<file path="config.mk">
export PLATFORM = sky130hd
export DESIGN_NAME = cp_front
export DESIGN_NICKNAME = d
export VERILOG_FILES = /design/src/rtl/cartesian_to_polar_assert.svh /design/src/rtl/cp_pkg.sv /design/src/rtl/cp_front.sv
export SDC_FILE = /design/constraint.sdc
export NUM_CORES = 1
export LEC_CHECK = 0
export BUFFER_PORTS_ARGS = -buffer_cell sky130_fd_sc_hd__buf_2
export CAP_MARGIN = 20
export CORE_ASPECT_RATIO = 1.25
export CORE_UTILIZATION = 46
export DETAILED_ROUTE_END_ITERATION = 8
export PLACE_DENSITY = 0.6
export SLEW_MARGIN = 20
export SYNTH_ARGS = -nofsm -noshare
export SYNTH_HDL_FRONTEND = slang
export SYNTH_SLANG_ARGS = --single-unit
</file>
<file path="constraint.sdc">
create_clock -name vclk -period 14.7
set_clock_uncertainty 0.2 [all_clocks]
set_input_delay 2.205 -clock vclk [all_inputs]
set_output_delay 2.205 -clock vclk [all_outputs]
set_load 0.02 [all_outputs]
</file>
<file path="src/rtl/cartesian_to_polar_assert.svh">
// ----------------------------------------------------------------------------
// Assertion macros for the cartesian_to_polar block
// Clocked on clk_i, held off while rst_ni is low.
// ----------------------------------------------------------------------------
`ifndef CARTESIAN_TO_POLAR_ASSERT_SVH
`define CARTESIAN_TO_POLAR_ASSERT_SVH

// property must hold at every edge out of reset
`define CP_ASSERT(lbl, prop, msg) \
  lbl: assert property (@(posedge clk_i) disable iff (!rst_ni) prop) \
    else $error(msg);

// expression must never be true out of reset
`define CP_NEVER(lbl, expr, msg) \
  lbl: assert property (@(posedge clk_i) disable iff (!rst_ni) !(expr)) \
    else $error(msg);

`endif

</file>
<file path="src/rtl/cp_pkg.sv">
// ----------------------------------------------------------------------------
// cp_pkg
// Shared types, constants and the arctangent table of the polar converter.
// ----------------------------------------------------------------------------
package cp_pkg;

  localparam int unsigned COORD_WIDTH_DEF = 16;
  localparam int unsigned ANGLE_WIDTH_DEF = 16;
  localparam int unsigned ITERATIONS_DEF  = 16;

  // angle accumulator: signed count of 2^-32 turn
  localparam int unsigned ACC_W = 32;
  // fractional bits given to the rotated coordinates
  localparam int unsigned COORD_FRAC = 16;
  // integer headroom for the CORDIC gain and the sign
  localparam int unsigned CORDIC_HEADROOM = 3;
  localparam int unsigned FIFO_DEPTH = 4;

  localparam logic [ACC_W-1:0] HALF_TURN = 32'h8000_0000;
  localparam logic signed [ACC_W-1:0] QUARTER_M1     = 32'sh3FFF_FFFF;
  localparam logic signed [ACC_W-1:0] NEG_QUARTER_M1 = -32'sh3FFF_FFFF;
  localparam logic signed [ACC_W-1:0] ACC_MINUS_ONE  = -32'sh1;

  // quadrant codes for results that sit exactly on an axis
  localparam logic [1:0] QUAD_0 = 2'd0;
  localparam logic [1:0] QUAD_1 = 2'd1;
  localparam logic [1:0] QUAD_2 = 2'd2;
  localparam logic [1:0] QUAD_3 = 2'd3;

  typedef struct packed {
    logic       special;  // axis or origin, angle is quad * quarter turn
    logic [1:0] quad;
    logic       base;     // point was turned by half a turn
    logic       upper;    // rotated y is positive
  } cp_ctl_t;

  // round(atan(2^-i) * 2^32 / 2pi)
  function automatic logic [ACC_W-1:0] cp_atan(input int unsigned i);
    logic [ACC_W-1:0] r;
    unique case (i)
      0:  r = 32'h2000_0000;
      1:  r = 32'h12E4_051E;
      2:  r = 32'h09FB_385B;
      3:  r = 32'h0511_11D4;
      4:  r = 32'h028B_0D43;
      5:  r = 32'h0145_D7E1;
      6:  r = 32'h00A2_F61E;
      7:  r = 32'h0051_7C55;
      8:  r = 32'h0028_BE53;
      9:  r = 32'h0014_5F2F;
      10: r = 32'h000A_2F98;
      11: r = 32'h0005_17CC;
      12: r = 32'h0002_8BE6;
      13: r = 32'h0001_45F3;
      14: r = 32'h0000_A2FA;
      15: r = 32'h0000_517D;
      16: r = 32'h0000_28BE;
      17: r = 32'h0000_145F;
      18: r = 32'h0000_0A30;
      19: r = 32'h0000_0518;
      20: r = 32'h0000_028C;
      21: r = 32'h0000_0146;
      22: r = 32'h0000_00A3;
      23: r = 32'h0000_0051;
      24: r = 32'h0000_0029;
      25: r = 32'h0000_0014;
      26: r = 32'h0000_000A;
      27: r = 32'h0000_0005;
      28: r = 32'h0000_0003;
      29: r = 32'h0000_0001;
      30: r = 32'h0000_0001;
      default: r = '0;
    endcase
    return r;
  endfunction

endpackage

</file>
<file path="src/rtl/cp_front.sv">
// ----------------------------------------------------------------------------
// cp_front
// Classifies a point (origin, axis, general), turns left-half-plane points
// by half a turn and forms the squares of |x| and |y|.
// ----------------------------------------------------------------------------
module cp_front import cp_pkg::*; #(
  parameter int unsigned COORD_WIDTH = COORD_WIDTH_DEF
) (
  input  logic signed [COORD_WIDTH-1:0]   coord_x_i,
  input  logic signed [COORD_WIDTH-1:0]   coord_y_i,
  output cp_ctl_t                         ctl_o,
  output logic signed [COORD_WIDTH:0]     px_o,
  output logic signed [COORD_WIDTH:0]     py_o,
  output logic [2*COORD_WIDTH-1:0]        sq_x_o,
  output logic [2*COORD_WIDTH-1:0]        sq_y_o
);

  localparam int unsigned SQ_W = 2 * COORD_WIDTH;

  logic signed [COORD_WIDTH:0] x_ext, y_ext, x_neg, y_neg, px_rot, py_rot;
  logic [COORD_WIDTH-1:0]      ax, ay;
  logic                        x_zero, y_zero, x_sgn, y_sgn;

  assign x_sgn  = coord_x_i[COORD_WIDTH-1];
  assign y_sgn  = coord_y_i[COORD_WIDTH-1];
  assign x_ext  = {x_sgn, coord_x_i};
  assign y_ext  = {y_sgn, coord_y_i};
  assign x_neg  = -x_ext;
  assign y_neg  = -y_ext;
  assign x_zero = (coord_x_i == '0);
  assign y_zero = (coord_y_i == '0);

  // most negative input: the negated value still fits the low bits unsigned
  assign ax = x_sgn ? x_neg[COORD_WIDTH-1:0] : coord_x_i[COORD_WIDTH-1:0];
  assign ay = y_sgn ? y_neg[COORD_WIDTH-1:0] : coord_y_i[COORD_WIDTH-1:0];

  assign sq_x_o = SQ_W'(ax) * SQ_W'(ax);
  assign sq_y_o = SQ_W'(ay) * SQ_W'(ay);

  assign px_rot = x_sgn ? x_neg : x_ext;
  assign py_rot = x_sgn ? y_neg : y_ext;
  assign px_o   = px_rot;
  assign py_o   = py_rot;

  always_comb begin
    ctl_o = '0;
    priority if (x_zero && y_zero) begin
      ctl_o.special = 1'b1;
      ctl_o.quad    = QUAD_0;
    end else if (x_zero) begin
      ctl_o.special = 1'b1;
      ctl_o.quad    = y_sgn ? QUAD_3 : QUAD_1;
    end else if (y_zero) begin
      ctl_o.special = 1'b1;
      ctl_o.quad    = x_sgn ? QUAD_2 : QUAD_0;
    end else begin
      ctl_o.base  = x_sgn;
      ctl_o.upper = !py_rot[COORD_WIDTH];
    end
  end

endmodule

</file>
# == After elaboration in Yosys (flattened, before gate mapping) ==
# Cells that the tools add are included.
# classes
addsub,2
multipliers,2
mux,12
reduce_logical,4
# ops
op,count
multiplier 16 x 16 -> 32 bit,2
two-way mux 17 bit,2
negation 16 -> 17 bit,2
zero test 16 bit,2
two-way mux 16 bit,2
two-way mux 2 bit,5
two-way mux 3 bit,3
logical AND 1 bit,1
zero test 1 bit,1
# totals
regBits,0
in_bits,32
output_inout_bits,103
wordCells,20

# == Longest topological paths before layout ==
# depth
depth_word,6
mapped_depth,31
ltp_nobuf,29

# == Worst setup path before layout ==
# No wires, ideal clock.
# synth_timing
kind,input-to-output
startpoint,input coord_y_i[0]
endpoint,output sq_y_o[30]
arrival_ps,9357
t_required_ps,12295
path_slack_ps,2938
cell_stages,31
n_path_buf,2
cell_sequence,inv_1 -> clkbuf_1 -> ha_1 -> nand3_1 -> o31ai_1 -> xor2_1 -> inv_1 -> clkbuf_1 -> nand2_1 -> inv_1 -> fa_1 -> inv_1 -> fa_1 -> inv_1 -> fa_1 -> inv_1 -> fa_1 -> inv_1 -> fa_1 -> inv_1 -> fa_1 -> inv_1 -> ha_1 -> and3_1 -> a31oi_1 -> o211ai_1 -> a22o_1 -> or3b_1 -> and3_1 -> a41oi_1 -> xnor2_1
# synth_between
elab_chain_len,3
# synth_lines
element,line,rtl
"start, declared",cp_front.sv:10,"input logic signed [COORD_WIDTH-1:0] coord_y_i,"
negation 16 -> 17 bit,cp_front.sv:29,assign y_neg = -y_ext;
two-way mux 16 bit (*),cp_front.sv:35,assign ay = y_sgn ? y_neg[COORD_WIDTH-1:0] : coord_y_i[COORD_WIDTH-1:0];
multiplier 16 x 16 -> 32 bit (*),cp_front.sv:38,assign sq_y_o = SQ_W'(ay) * SQ_W'(ay);
"end, declared",cp_front.sv:15,output logic [2*COORD_WIDTH-1:0] sq_y_o
# Mark *: on every way between the ends. The rest lies on a longest branch, timed or not.

# == Worst setup path in the final report ==
# layout_timing
startpoint,input coord_x_i[0]
endpoint,output sq_x_o[24]
# layout_between
elab_chain_len,3
# layout_lines
element,line,rtl
"start, declared",cp_front.sv:9,"input logic signed [COORD_WIDTH-1:0] coord_x_i,"
negation 16 -> 17 bit,cp_front.sv:28,assign x_neg = -x_ext;
two-way mux 16 bit (*),cp_front.sv:34,assign ax = x_sgn ? x_neg[COORD_WIDTH-1:0] : coord_x_i[COORD_WIDTH-1:0];
multiplier 16 x 16 -> 32 bit (*),cp_front.sv:37,assign sq_x_o = SQ_W'(ax) * SQ_W'(ax);
"end, declared",cp_front.sv:14,"output logic [2*COORD_WIDTH-1:0] sq_x_o,"
# Marks and branches as above.

==> results.ini <==
[die]
rows=73
num_io_pins=135
initial_core_util_pct=47.03
die_area_mm2=0.03351
die_y_um=204.4
die_x_um=163.9
fp.coreArea_mm2=0.03206

[sta]
finalSetupViolations=0
slew_headroom_pct=35.39
worst_pin_slew_ns=0.9658
slew_violations=0
post-route-period-util_pct=89.73
fin_tns_setup_ns=0
fin_ws_ns=1.510
max_freq_ghz=0.07581
hold_violations=0
rsz0062_at_grt=no
final.min_clock_period_ns=13.19

[setup_path]
startpoint_type=primary input
path_class=primary input to primary output
crit_end=sq_x_o[24]
cp-startpoint=coord_x_i[0]
crit_top_cell=fa_1
cp.required_ns=12.30
crit_path_max_fanout=17
slowest_stage=clkinv_1
cp-end-kind=primary output
cpPeakStageDelay_ns=0.65
arrival_ns=10.79

[clocking]
cts_hold_buf=0
cts.repair.resized=0
cts_setup_buffers=0

[global_routing]
overflow=0
antenna_found_initial=0
grt_max_degree=40
grt_pass1_wl_um=65680
use_met1_pct=30.02
met2_usage_pct=46.90
grtUsageMet3_pct=1.705
track_usage_pct=25.11
busiest_layer=met2
grt_pass1_vias=12947

[synthesis]
avgSynthCellArea_um2=8.452
syn_inst=1784
yosys-top-cells-area=fa_1 43%, ha_1 16%, inv_1 12%
synth.cell_area_mm2=0.01508
synth_top_area_share_pct=43.42
ys_types=61
synth_top_area_cell=fa_1
ys_seq_area_share_pct=0
yosys_warnings=0

[finish]
synthToLayoutAreaGrowth_pct=7.493
design_area_mm2=0.01621
finalNetCount=2443
layout-drive-gt1-share_pct=8.995
seq_cell_count=0
clkbuf_count=0
finalNonFillerCells=2302
diodes=0
seq_area_um2=0

[place]
hpwl_um=34560
dpl.cell_count=2302
preCtsSetupSlack_ns=1.638
placed_area_mm2=0.01621
place.gp.congestion=0.9110
port_buffers=132

[route]
routed_wl_um=39110
firstDrtPassIters=7
vias=11956
antenna_left=0
first_iter_violations=685
viasPerCell=5.194
drc=0
wire_per_inst_um=16.99

[run]
cap_violations=0

[min_path]
hold_class=primary input to primary output

[status]
status=complete, no violations

==> synthesized netlist by cell type, types with 3 or more instances <==
| library cell | count |
|---|---|
| a211oi_1 | 6 |
| a21boi_0 | 3 |
| a21o_1 | 35 |
| a21oi_1 | 59 |
| a311oi_1 | 3 |
| a31oi_1 | 6 |
| and2_1 | 19 |
| and3_1 | 8 |
| buf_1 | 3 |
| buf_4 | 7 |
| clkbuf_1 | 46 |
| clkinv_1 | 7 |
| fa_1 | 327 |
| ha_1 | 192 |
| inv_1 | 467 |
| inv_2 | 6 |
| nand2_1 | 191 |
| nand2b_1 | 7 |
| nand3_1 | 15 |
| nand4_1 | 14 |
| nor2_1 | 127 |
| nor2b_1 | 3 |
| nor3_1 | 11 |
| o211ai_1 | 5 |
| o21a_1 | 5 |
| o21ai_0 | 41 |
| o21bai_1 | 4 |
| o31ai_1 | 9 |
| o41ai_1 | 3 |
| or3_1 | 8 |
| xnor2_1 | 71 |
| xor2_1 | 37 |
==> cell families (layout without fill, tap and decap cells) <==
logic type | count (synthesis) | count (layout) | share of synthesized area, %
buffers and inverters | 538 | 632 | 13.59
adders and majority gates | 519 | 519 | 59.35
and+or+nand+nor | 415 | 415 | 11.92
AOI/OAI and AO/OA | 198 | 198 | 8.390
xor gates and xnor gates | 110 | 110 | 6.564
other | 2 | 14 | 0.04981
muxes | 2 | 2 | 0.1328
==> through the flow <==
step / utilization [%] / hold WS (ns)
after CTS: 50.56 / 4.541
after global routing: 50.56 / 4.549
after detailed placement: 50.56 / 4.535
final: 50.56 / 4.539
after floorplan: - / 4.290
after global placement: 50.56 / 4.521
==> how the worst min path moves through the flow <==
stage / end / start / depth (start not counted) / slack (ns)
after floorplan: sq_x_o[2] / coord_x_i[0] / 1 / 4.29
after global placement: sq_x_o[0] / coord_x_i[0] / 2 / 4.52
after detailed placement: sq_x_o[0] / coord_x_i[0] / 2 / 4.54
after CTS: sq_x_o[0] / coord_x_i[0] / 2 / 4.54
after global routing: sq_x_o[0] / coord_x_i[0] / 2 / 4.55
final: sq_x_o[0] / coord_x_i[0] / 2 / 4.54
==> routing by layer <==
layer | routed length (um) | vias to the layer above | part of all wire (%)
li1 | - | 5585 | -
met1 | 15330 | 5928 | 39
met2 | 20190 | 360 | 52
met3 | 1867 | 83 | 4.8
met4 | 1727 | 0 | 4.4
met5 | 0 | - | 0
==> cell type report <==
| cell class | count | area (um2) |
|---|---|---|
| Fill cell | 3143 | 15850 |
| Inverter | 481 | 1808 |
| Timing Repair Buffer | 151 | 803.3 |
| Multi-Input combinational cell | 1258 | 13080 |
| Tap cell | 412 | 515.5 |
==> critical path, delay by kind of cell <==
family	cells	cell delay, ns
compound gates	7	1.65
xor+xnor	2	0.80
fa+ha+maj	8	3.81
buf+inv	9	1.76
simple gates	3	0.55
==> cell usage in the layout (no fill, tap or decap), drive strengths merged, types with 14 or more instances in the layout <==
cell type | netlist | final
xnor2 | 72 | 72
xor2 | 38 | 38
nand2 | 191 | 191
fa | 327 | 327
buf | 11 | 151
a21o | 35 | 35
nand4 | 15 | 15
a21oi | 59 | 59
ha | 192 | 192
o21ai | 42 | 42
conb | 2 | 14
nor2 | 128 | 128
nand3 | 15 | 15
and2 | 19 | 19
inv | 474 | 474
Power is not shown: default switching activity piles up to over one toggle a cycle in this logic, so the estimate is an artifact.
