$ cat src/rtl/cartesian_to_polar_assert.svh
// ----------------------------------------------------------------------------
// Assertion macros for the cartesian_to_polar block
// Clocked on clk_i, held off while rst_ni is low.
// ----------------------------------------------------------------------------
`ifndef CARTESIAN_TO_POLAR_ASSERT_SVH
`define CARTESIAN_TO_POLAR_ASSERT_SVH

// property must hold at every edge out of reset
`define CP_ASSERT(lbl, prop, msg) \
  lbl: assert property (@(posedge clk_i) disable iff (!rst_ni) prop) \
    else $error(msg);

// expression must never be true out of reset
`define CP_NEVER(lbl, expr, msg) \
  lbl: assert property (@(posedge clk_i) disable iff (!rst_ni) !(expr)) \
    else $error(msg);

`endif

$ cat src/rtl/cp_pkg.sv
// ----------------------------------------------------------------------------
// cp_pkg
// Shared types, constants and the arctangent table of the polar converter.
// ----------------------------------------------------------------------------
package cp_pkg;

  localparam int unsigned COORD_WIDTH_DEF = 16;
  localparam int unsigned ANGLE_WIDTH_DEF = 16;
  localparam int unsigned ITERATIONS_DEF  = 16;

  // angle accumulator: signed count of 2^-32 turn
  localparam int unsigned ACC_W = 32;
  // fractional bits given to the rotated coordinates
  localparam int unsigned COORD_FRAC = 16;
  // integer headroom for the CORDIC gain and the sign
  localparam int unsigned CORDIC_HEADROOM = 3;
  localparam int unsigned FIFO_DEPTH = 4;

  localparam logic [ACC_W-1:0] HALF_TURN = 32'h8000_0000;
  localparam logic signed [ACC_W-1:0] QUARTER_M1     = 32'sh3FFF_FFFF;
  localparam logic signed [ACC_W-1:0] NEG_QUARTER_M1 = -32'sh3FFF_FFFF;
  localparam logic signed [ACC_W-1:0] ACC_MINUS_ONE  = -32'sh1;

  // quadrant codes for results that sit exactly on an axis
  localparam logic [1:0] QUAD_0 = 2'd0;
  localparam logic [1:0] QUAD_1 = 2'd1;
  localparam logic [1:0] QUAD_2 = 2'd2;
  localparam logic [1:0] QUAD_3 = 2'd3;

  typedef struct packed {
    logic       special;  // axis or origin, angle is quad * quarter turn
    logic [1:0] quad;
    logic       base;     // point was turned by half a turn
    logic       upper;    // rotated y is positive
  } cp_ctl_t;

  // round(atan(2^-i) * 2^32 / 2pi)
  function automatic logic [ACC_W-1:0] cp_atan(input int unsigned i);
    logic [ACC_W-1:0] r;
    unique case (i)
      0:  r = 32'h2000_0000;
      1:  r = 32'h12E4_051E;
      2:  r = 32'h09FB_385B;
      3:  r = 32'h0511_11D4;
      4:  r = 32'h028B_0D43;
      5:  r = 32'h0145_D7E1;
      6:  r = 32'h00A2_F61E;
      7:  r = 32'h0051_7C55;
      8:  r = 32'h0028_BE53;
      9:  r = 32'h0014_5F2F;
      10: r = 32'h000A_2F98;
      11: r = 32'h0005_17CC;
      12: r = 32'h0002_8BE6;
      13: r = 32'h0001_45F3;
      14: r = 32'h0000_A2FA;
      15: r = 32'h0000_517D;
      16: r = 32'h0000_28BE;
      17: r = 32'h0000_145F;
      18: r = 32'h0000_0A30;
      19: r = 32'h0000_0518;
      20: r = 32'h0000_028C;
      21: r = 32'h0000_0146;
      22: r = 32'h0000_00A3;
      23: r = 32'h0000_0051;
      24: r = 32'h0000_0029;
      25: r = 32'h0000_0014;
      26: r = 32'h0000_000A;
      27: r = 32'h0000_0005;
      28: r = 32'h0000_0003;
      29: r = 32'h0000_0001;
      30: r = 32'h0000_0001;
      default: r = '0;
    endcase
    return r;
  endfunction

endpackage

$ cat src/rtl/cp_fifo.sv
// ----------------------------------------------------------------------------
// cp_fifo
// Short register queue between the classifier and the rotation pipeline.
// ----------------------------------------------------------------------------
`include "cartesian_to_polar_assert.svh"

module cp_fifo import cp_pkg::*; #(
  parameter int unsigned WIDTH = 8,
  parameter int unsigned DEPTH = FIFO_DEPTH
) (
  input  logic             clk_i,
  input  logic             rst_ni,
  input  logic             push_i,
  input  logic [WIDTH-1:0] data_i,
  output logic             full_o,
  input  logic             pop_i,
  output logic             empty_o,
  output logic [WIDTH-1:0] data_o
);

  localparam int unsigned PTR_W = (DEPTH > 1) ? $clog2(DEPTH) : 1;
  localparam int unsigned CNT_W = $clog2(DEPTH + 1);

  logic [WIDTH-1:0] mem_q [DEPTH];
  logic [PTR_W-1:0] wr_ptr_q, wr_ptr_d, rd_ptr_q, rd_ptr_d;
  logic [CNT_W-1:0] count_q, count_d;

  assign full_o  = (count_q == CNT_W'(DEPTH));
  assign empty_o = (count_q == '0);
  assign data_o  = mem_q[rd_ptr_q];

  always_comb begin
    wr_ptr_d = wr_ptr_q;
    rd_ptr_d = rd_ptr_q;
    count_d  = count_q;
    if (push_i) begin
      wr_ptr_d = (wr_ptr_q == PTR_W'(DEPTH - 1)) ? '0 : wr_ptr_q + 1'b1;
    end
    if (pop_i) begin
      rd_ptr_d = (rd_ptr_q == PTR_W'(DEPTH - 1)) ? '0 : rd_ptr_q + 1'b1;
    end
    if (push_i && !pop_i) begin
      count_d = count_q + 1'b1;
    end else if (pop_i && !push_i) begin
      count_d = count_q - 1'b1;
    end
  end

  always_ff @(posedge clk_i or negedge rst_ni) begin
    if (!rst_ni) begin
      wr_ptr_q <= '0;
      rd_ptr_q <= '0;
      count_q  <= '0;
    end else begin
      wr_ptr_q <= wr_ptr_d;
      rd_ptr_q <= rd_ptr_d;
      count_q  <= count_d;
    end
  end

  always_ff @(posedge clk_i) begin
    if (push_i) begin
      mem_q[wr_ptr_q] <= data_i;
    end
  end

  `CP_NEVER(a_fifo_overflow, push_i && full_o, "request pushed into full queue")
  `CP_NEVER(a_fifo_underflow, pop_i && empty_o, "request popped from empty queue")
  `CP_ASSERT(a_fifo_count, push_i && !pop_i |=> count_q == $past(count_q) + 1'b1, "bad count")

endmodule

$ cat config.mk
export PLATFORM = sky130hd
export DESIGN_NAME = cp_fifo
export DESIGN_NICKNAME = d
export VERILOG_FILES = /design/src/rtl/cp_pkg.sv /design/src/rtl/cp_fifo.sv
export VERILOG_INCLUDE_DIRS = /design/src /design/src/rtl
export SDC_FILE = /design/constraint.sdc
export NUM_CORES = 1
export LEC_CHECK = 0
export ABC_AREA = 0
export BUFFER_PORTS_ARGS = -buffer_cell sky130_fd_sc_hd__buf_2
export CORE_MARGIN = 2
export CORE_UTILIZATION = 55
export CTS_CLUSTER_SIZE = 20
export DETAILED_ROUTE_END_ITERATION = 7
export PLACE_DENSITY = 0.78
export SLEW_MARGIN = 20
export SYNTH_ARGS = -nofsm -noshare
export SYNTH_HDL_FRONTEND = slang
export SYNTH_SLANG_ARGS = --single-unit
export TNS_END_PERCENT = 30
$ cat constraint.sdc
create_clock -name clk_i -period 1.76 [get_ports clk_i]
set_clock_uncertainty 0.1 [all_clocks]
set_input_delay 0.088 -clock clk_i [delete_from_list [all_inputs] [get_ports clk_i]]
set_output_delay 0.088 -clock clk_i [all_outputs]
set_load 0.05 [all_outputs]
# Word level (Yosys, flattened, before mapping)
# Memory sizes are Yosys's and may differ from the RTL's.
# Cells that the tools add are included.
# classes
n_reduce_logical,6
n_addsub,4
eq_ne,3
mux,6
# op_table
cell,count
$mux W3,2
$add A2 B1 Y2 const B,2
$eq A2 B2 Y1 const B,2
$mux W2,2
$add A3 B1 Y3 const B,1
$eq A3 B3 Y1 const B,1
$logic_not A3 Y1,1
$sub A3 B1 Y3 const B,1
$logic_and A1 B1 Y1,2
$logic_not A1 Y1,2
$mux W1,2
$reduce_bool A2 Y1,1
# word_totals
inputBits,12
mem_count,1
regBits,7
out_inout_bits,10
mem_bits_rw,32
wordCells,23
# mem_list
name,words,word_bits,rd,rd_clocked_by_memory_dff,wr,line,text
mem_q,4,8,1,0,1,cp_fifo.sv:24,logic [WIDTH-1:0] mem_q [DEPTH];

# Logic depth before layout (Yosys ltp)
# depth
depth_word,4
depth_mapped,7
depth_no_buf,7

# Worst setup path before layout
# Ideal clock, no wire load.
# synth_path
path_type,flip-flop to output port
from,register count_q[0]
to,output port full_o
t_arrival_ns,1.581
n_path_buf,0
required_time_ns,1.572
path_stages_with_launch,2
setup_slack_ns,-0.009
cell_sequence,dfrtp_1 > nor3b_1
# synth_via
elab_chain_cells,1
# synth_rtl
item,line,text
from (decl),cp_fifo.sv:26,"logic [CNT_W-1:0] count_q, count_d;"
from (signal assigned),cp_fifo.sv:57,count_q <= count_d;
$eq A3 B3 Y1,cp_fifo.sv:28,assign full_o = (count_q == CNT_W'(DEPTH));
to (decl),cp_fifo.sv:15,"output logic full_o,"
# Every way passes these cells.

# Worst setup path in the final report
# layout_path
from,register rd_ptr_q[0]
to,output port data_o[1]
# layout_via
elab_chain_cells,1
# layout_rtl
item,line,text
from (decl),cp_fifo.sv:25,"logic [PTR_W-1:0] wr_ptr_q, wr_ptr_d, rd_ptr_q, rd_ptr_d;"
from (signal assigned),cp_fifo.sv:56,rd_ptr_q <= rd_ptr_d;
$mem_v2 Z4 W8,-,
to (decl),cp_fifo.sv:18,output logic [WIDTH-1:0] data_o
# Every way passes these cells.

==> metrics.md <==
| Metric | Value |
|---|---|
| Worst slack, placed | 271 ps |
| Clock transition at path regs | about 110 ps |
| GRT Total Usage | 17.0% |
| Placer Congestion | 0.718 |
| Slowest cell delay on critical path | 510 ps |
| Io pins | 22 |
| CP delay by family, top | multiplexers |
| Die width | 57.4 um |
| Htree depth | 2 |
| Sw frac | 38.2% |
| Number of fill cells | 180 |
| Antenna-violating nets left | 0 |
| Crit path buf inv count | 2 |
| Synthesized instance count | 79 |
| Mapped Avg Cell Area | 19.9 um^2 |
| CTS root buf | clkbuf_4 |
| HPWL after DPL | 1670 um |
| Row count | 19 |
| DR iter-0 viols | 27 |
| Peak supply drop | 1.16 mV |
| YS warnings | 0 |
| WHS | 409 ps |
| Sequential share of the synthesized area | 72.4% |
| Syn Nets | 98 |
| PD cells | around 1700 nW/um^2 |
| Synth Register Bits | 39 |
| Placed cells | approximately 130 |
| Worst setup EP type | output port |
| Clk pwr share | 12.6% |
| Wire per inst | 15.8 um |
| # DRC | 0 |
| Sw power | 1.23 mW |
| Leakage Power | 0.746 nW |
| Max-cap violations | 0 |
| Number of global-route vias before repair | approximately 820 |
| First-pass GRT wire length | 3880 um |
| Flop2flop setup slack | 270 ps |
| Status | finished clean |
| Largest net degree at the start of global routing | 12 |
| CP Launch Type | register |
| Final Hold Fails | 0 |
| P&R area growth vs syn | 24.3% |
| Nets | 139 |
| Slew HR | a little under three quarters |
| Commonest non-fill, non-tap cell in the layout | edfxtp_1 |
| Worst Tran Pin Value | 432 ps |
| Slew Limit Fails | 0 |
| Crit path DAT | 1540 ps |
| Post-synthesis cell type count | 18 |
| Logic pwr share | 45.4% |
| Area share of the largest cell type after synthesis | 61.2% |
| Worst min-delay path class | in -> reg |
| Critical-path maximum fanout | 5 |
| Most frequent CP cell | buf_6 |
| Gr ovfl total | 0 |
| Worst skew pair latency | 330 ps |
| Leading post-synthesis cells by cell area | edfxtp_1 (61%), mux4_2 (11%), dfrtp_1 (11%), ha_1 (4.8%), mux2_2 (2.2%) |
| Die height | 57.4 um |
| First-pass detailed-route iteration total | 4 |
| Required time of the critical path | 1570 ps |
| Util after Layout | 71.4% |
| Final setup viols | 0 |
| Die area | 3300 um^2 |
| Commonest non-fill, non-tap cells in the layout | edfxtp_1 (32), buf_2 (13), dlygate4sd3_1 (12) |
| RSZ-0062 raised after global routing | yes |
| Core Area | 2730 um^2 |
| Worst-case clock buffer depth | 2 |
| Slowest cell on the critical path | mux4_2 |
| WS Path Type | reg -> out |
| Fmax | 0.577 GHz |
| Setup WS post-layout | 27.4 ps |
| DRT Wirelength | 2410 um |
| Internal power | 2.00 mW |
| Initial antenna violation count | 0 |
| Crit-path cells | buf_6 -> mux4_2 -> buf_6 |
| Vias per inst | 5.25 |
| CTS tree | yes |
| Reg area | 1140 um^2 |
| Crit share post-route | between 90% and 100% |
| Final Instance Count excl. Fillers | 152 |
| Cell taking the most area after synthesis | edfxtp_1 |
| TritonCTS Buffers | 5 |
| Number of buffers added on ports | 21 |
| Initial Util | 57.4% |
| Cell area after synthesis | 1570 um^2 |
| Multi-input gate area | between 400 and 500 um^2 |
| Clock sinks | 39 |
| Share of cells above drive strength 1 | roughly a third |
| DR vias | 798 |
| Antenna Cells | 0 |
| Minimum clock period | approximately 1700 ps |
| Share of power burned in registers | roughly two fifths |
[state kept, by name, summed over array words and instances, names as in the netlist]
register	cells
mem_q	32
count_q	3
rd_ptr_q	2
wr_ptr_q	2
[layer usage]
| metal | up-vias | part of all wire [%] | global-route usage (%) |
|---|---|---|---|
| met1 | 391 | 43 | 19.4 |
| li1 | 383 | - | - |
| met2 | 19 | 51 | 27.6 |
| met3 | 5 | 4.0 | 6.80 |
| met5 | - | 0 | 0 |
| met4 | 0 | 2.3 | 8.97 |
[through the flow]
| stage | TNS (ps) | total power [mW] | instance area, um^2 |
|---|---|---|---|
| floorplan | 0 | 2.37 | 1580 |
| global placement | 0 | 2.60 | 1720 |
| detailed placement | 0 | 2.64 | 1720 |
| CTS | -37.2 | 3.28 | 1950 |
| global route | -253 | 3.42 | 1950 |
| finish | 0 | 3.23 | 1950 |
[synth_stat cells, drive strengths merged]
| cell type | number |
|---|---|
| nor3 | 1 |
| xnor2 | 1 |
| and2 | 4 |
| buf | 2 |
| nor3b | 1 |
| inv | 5 |
| dfrtp | 7 |
| mux4 | 8 |
| ha | 6 |
| nor2 | 2 |
| edfxtp | 32 |
| nand2 | 1 |
| nand3 | 1 |
| mux2 | 3 |
| o21ai | 2 |
| fa | 1 |
| xor2 | 2 |
[timing repair]
item / CTS / global route
pin swaps: 0 / 0
resized for setup: 18 / 0
endpoints found under the hold margin: 43 / 0
endpoints found under the setup margin: 8 / 8
hold buffers: 12 / 0
buffers inserted: 1 / 0
[kinds of logic (layout without fill, tap and decap cells)]
family	after synthesis	count (layout)	synth area share, %
DFF	39	39	72.4
and+or+nand+nor	10	10	3.43
muxes	11	11	13.6
adders and majority gates	7	7	6.06
AOI/OAI and AO/OA	2	2	0.637
buffers and inverters	7	49	2.23
xor gates and xnor gates	3	3	1.67
[layout make-up]
type,instances,area share [%]
sequential,39,58.2
multi-input combinational,33,20.7
timing repair buffer,36,15.6
clock buffer,6,2.12
tap,31,1.99
inverter,5,0.962
clock inverter,2,0.385
[final timing paths]
| kind | from | to | cells after the start |
|---|---|---|---|
| max reg2reg | count_q[0] | count_q[2] | 4 |
| min | data_i[7] | mem_q[3][7] | 2 |
| max | rd_ptr_q[0] | data_o[1] | 3 |
| max in group asynchronous | rst_ni | count_q[2] | 3 |
| min in group asynchronous | rst_ni | wr_ptr_q[0] | 3 |
| min reg2reg | count_q[2] | count_q[2] | 1 |
[power groups by stage]
| stage | clock [mW] | sequential, mW | combinational, mW |
|---|---|---|---|
| 2_1_floorplan | 0 | 1.31 | 1.06 |
| 3_3_place_gp | 0 | 1.36 | 1.23 |
| 3_5_place_dp | 0 | 1.38 | 1.26 |
| 4_1_cts | 0.429 | 1.36 | 1.49 |
| 5_1_grt | 0.465 | 1.38 | 1.57 |
| 6_report | 0.408 | 1.35 | 1.47 |
No activity file was read; power rests on OpenSTA's default activity.
